## src/rtl/nfs_time_mem.sv

```systemverilog
`timescale 1ns / 1ps
// ----------------------------------------------------------------------------
// nfs_time_mem
// Processing time store: one write port, one registered read port.
// ----------------------------------------------------------------------------
module nfs_time_mem #(
    parameter int DEPTH = 512,
    parameter int WIDTH = 8
) (
    input  logic                     clk,
    input  logic                     we,
    input  logic [$clog2(DEPTH)-1:0] waddr,
    input  logic [WIDTH-1:0]         wdata,
    input  logic [$clog2(DEPTH)-1:0] raddr,
    output logic [WIDTH-1:0]         rdata
);
    logic [WIDTH-1:0] mem [DEPTH];

    always_ff @(posedge clk)
    begin
        if (we)
        begin
            mem[waddr] <= wdata;
        end
        rdata <= mem[raddr];
    end
endmodule

```

## config.mk

```make
export PLATFORM = sky130hd
export DESIGN_NAME = nfs_time_mem
export DESIGN_NICKNAME = d
export VERILOG_FILES = /design/src/rtl/nfs_time_mem.sv
export SDC_FILE = /design/constraint.sdc
export NUM_CORES = 2
export LEC_CHECK = 0
export BUFFER_PORTS_ARGS = -buffer_cell sky130_fd_sc_hd__buf_2
export CAP_MARGIN = 5
export CORE_AREA = 4 4 571 573
export CTS_CLUSTER_DIAMETER = 30
export DETAILED_ROUTE_END_ITERATION = 7
export DIE_AREA = 0 0 575 577
export HOLD_SLACK_MARGIN = 0.02
export PLACE_DENSITY = 0.65
export SLEW_MARGIN = 5
export SYNTH_ARGS = -nofsm -noshare
export SYNTH_HDL_FRONTEND = slang
export SYNTH_SLANG_ARGS = --single-unit
```

## constraint.sdc

```tcl
create_clock -name clk -period 7 [get_ports clk]
set_clock_uncertainty 0.2 [all_clocks]
set_input_delay 0.7 -clock clk [delete_from_list [all_inputs] [get_ports clk]]
set_output_delay 0.7 -clock clk [all_outputs]
set_load 0.05 [all_outputs]
```

==> impl_metrics.ini <==
[grt]
grt_use_met3_pct = 5.60
grt_max_degree = 180
grt_util_met2_pct = 38.0
grt_pass1_vias = 83200
grt_pass1_wl_mm = 606
antenna_found_initial = 28
grt_overflow = 0
use_met1_pct = 36.5
grt.total_usage_pct = 25.0
grt_busiest_layer = met2

[timing]
worst-slew-pin-transition_ps = 1280
setup_tns_ps = 0
relSlewSlack_pct = 14.1
fin_crit_sh_pct = 67.1
finalHoldViolCount = 0
drv_slew = 0
layout_min_cycle_time_ps = 4700
finalSetupViolations = 0
max_freq_mhz = 213
rsz0062_at_grt = false

[synth]
syn_avg_cell_area_um2 = 19.9
ys_ff_latch = 4104
syn_area_um2 = 160000
syn_nets = 8058
synth-seq-area-share_pct = 77.0
synth-edff-count = 4096
synthArstFlopShare_pct = 0
synthCells = 8030
synthMuxAreaShare_pct = 14.2
synthFlopType = edfxtp_1
synth_top_family_by_area = multiplexers
synth_cell_types = 51
synth-simple-area-share_pct = 2.63
synthAdderAreaFrac_pct = 0
synth_compound_area_share_pct = 4.31
yosys_warnings = 0
synth-xor-area-share_pct = 0

[setup_path]
cp.required_ps = 7710
arrival_ps = 5410
regToRegSetupSlack_ps = 3840
r2r_start = mem[323][4]
end_kind = flip-flop
critical_path_class = input port to flip-flop
rr_endpoint = rdata[4]
start_kind = input port
reg2reg_depth = 7
critPathMaxFanout = 33

[worst_hold_path]
hp-start = waddr[1]
holdPathStages = 3
hp-class = input port to flip-flop
min_to = mem[267][4]

[cells_and_area]
postLayoutCellArea_um2 = 188000
layout_common_cells = edfxtp_1 (4096), mux2i_1 (797), clkbuf_16 (681)
final_layout_size_suffix_gt1_share_pct = 22.3
layout_commonest_cell = edfxtp_1
nFillCells = 22800
areaGrowthSynthToFinish_pct = 17.6
final_nets = 8422

[route]
ant_nets = 0
first_pass_iters = 6
vias = 84000
dr.first_iter.drc_count = 11800
vias_per_cell = 6.33
drc = 0
wl_mm = 420
detail_route.wl_per_cell_um = 31.6

[power_and_ir_drop]
vdd_drop_max_mv = 0.231
leakage_nw = 60.7
power_density_nw_per_um2 = 335

[status]
status = complete, no violations

[floorplan]
ioPinCount = 36
rows = 208
core-area_um2 = 321000
die_w_um = 575
floorplan.initialDensity_pct = 49.9
die_area_um2 = 332000
die_h_um = 577

[clock_tree]
cts_sinks = 4104
insertion_delay_ps = 1060
clk_pin_slew_ps = 60
htree_levels = 6
clockBufferDepth = 4
cts_buffers = 674
cts-root-buf = clkbuf_16
cts_tree = built

[placement]
post-dp-hpwl_mm = 245
post_dp_cell_area_um2 = 165000
place_congestion = 0.901
io_buffers = 35

[flow_run]
cap_violations = 0
synthesized netlist by cell type (2+ instances only):
master        n  area (µm²)
a2111oi_0     3        26.3
a211o_1       2        17.5
a211oi_1     17         128
a21oi_1     194         971
a22o_1        5        43.8
a22oi_1      61         458
a31oi_1       2        12.5
and2_1       20         125
and3_1        4        25.0
and3b_1       4        35.0
buf_1        41         154
buf_12        5         100
buf_2        57         285
buf_4        70         526
buf_6        64         721
buf_8        11         165
clkbuf_1    265         995
dfxtp_1       8         160
edfxtp_1   4096      123000
inv_1         2        7.51
mux2i_1     797        7980
mux4_2      654       14700
nand2_1     111         417
nand2b_1      4        25.0
nand3_1      36         180
nand4_1      32         200
nor2_1      597        2240
nor2b_1       6        37.5
nor3_1      109         546
nor3b_1       8        60.1
nor4_1       36         225
o2111a_1      8        90.1
o211ai_1      2        15.0
o21ai_0     118         591
o221ai_1    371        3250
o22a_1        3        26.3
o22ai_1     163        1020
o311ai_0      5        43.8
o31ai_1      13        97.6
o41ai_1       7        61.3
or2_2         4        25.0
or3_1         6        37.5
power breakdown:
part           internal [mW]  switching, mW  leakage, nW
Sequential              27.1         0.0382         36.9
Combinational          0.752           1.72         12.6
Clock                   21.3           12.2         11.2
registers in the layout, summed over array words and instances (netlist names):
| register | count |
|---|---|
| mem | 4096 |
| rdata | 8 |
cell type report:
| type | count | area (µm²) | share of cell area [%] |
|---|---|---|---|
| multi-input cells | 3410 | 34100 | 18.1 |
| diodes | 11 | 27.5 | 0.0146 |
| inverters | 3 | 18.8 | 0.00998 |
| repair buffers | 201 | 2070 | 1.10 |
| flip-flops and latches | 4104 | 123000 | 65.5 |
| well taps | 4305 | 5390 | 2.86 |
| clock buffers | 733 | 17200 | 9.17 |
| clock inverters | 512 | 6150 | 3.27 |
stage by stage:
step | hold slack, ps | power [mW] | setup slack, ps | cells | util (%)
after floorplan | 599 | 28.9 | 4130 | 8030 | -
after global placement | 910 | 30.0 | 1190 | 12000 | 51.3
after detailed placement | 929 | 30.1 | 1430 | 12000 | 51.3
after CTS | 123 | 63.4 | 2520 | 13300 | 58.7
after global routing | 178 | 64.7 | 2380 | 13300 | 58.7
final | 201 | 63.1 | 2300 | 13300 | 58.7
critical path: stages:
cell and delay (ps):
buf_2 470, buf_4 410, and3_2 1000, nand2_2 940, a21oi_1 460, nor3_1 110
nand3_1 290, o21ai_0 480, o2111a_1 430
cell families after synthesis:
logic type             after synthesis
AO/OA/AOI/OAI                      979
flip-flops                        4104
multiplexers                      1451
buffers and inverters              516
AND/OR/NAND/NOR                    980
how the worst max path moves through the flow:
| stage | startpoint | to | slack [ps] | depth (start not counted) |
|---|---|---|---|---|
| floorplan | raddr[0] | rdata[0] | 4130 | 10 |
| global placement | raddr[3] | rdata[0] | 1190 | 9 |
| detailed placement | raddr[3] | rdata[4] | 1430 | 9 |
| CTS | raddr[3] | rdata[4] | 2520 | 9 |
| global route | raddr[3] | rdata[4] | 2380 | 9 |
| finish | raddr[3] | rdata[4] | 2300 | 9 |
repair_timing:
action                                 4_1_cts  5_1_grt
endpoints found under the hold margin      445        0
buffers inserted                             0        0
resized for setup                            0        0
hold buffers                                 8        0
layer usage:
metal  wire length [µm]  part of all wire [%]
met3              42900                    10
met5                 54                 0.013
met4              13000                   3.1
met1             168000                    40
met2             196000                    47
No activity file was read; power rests on OpenSTA's default activity.
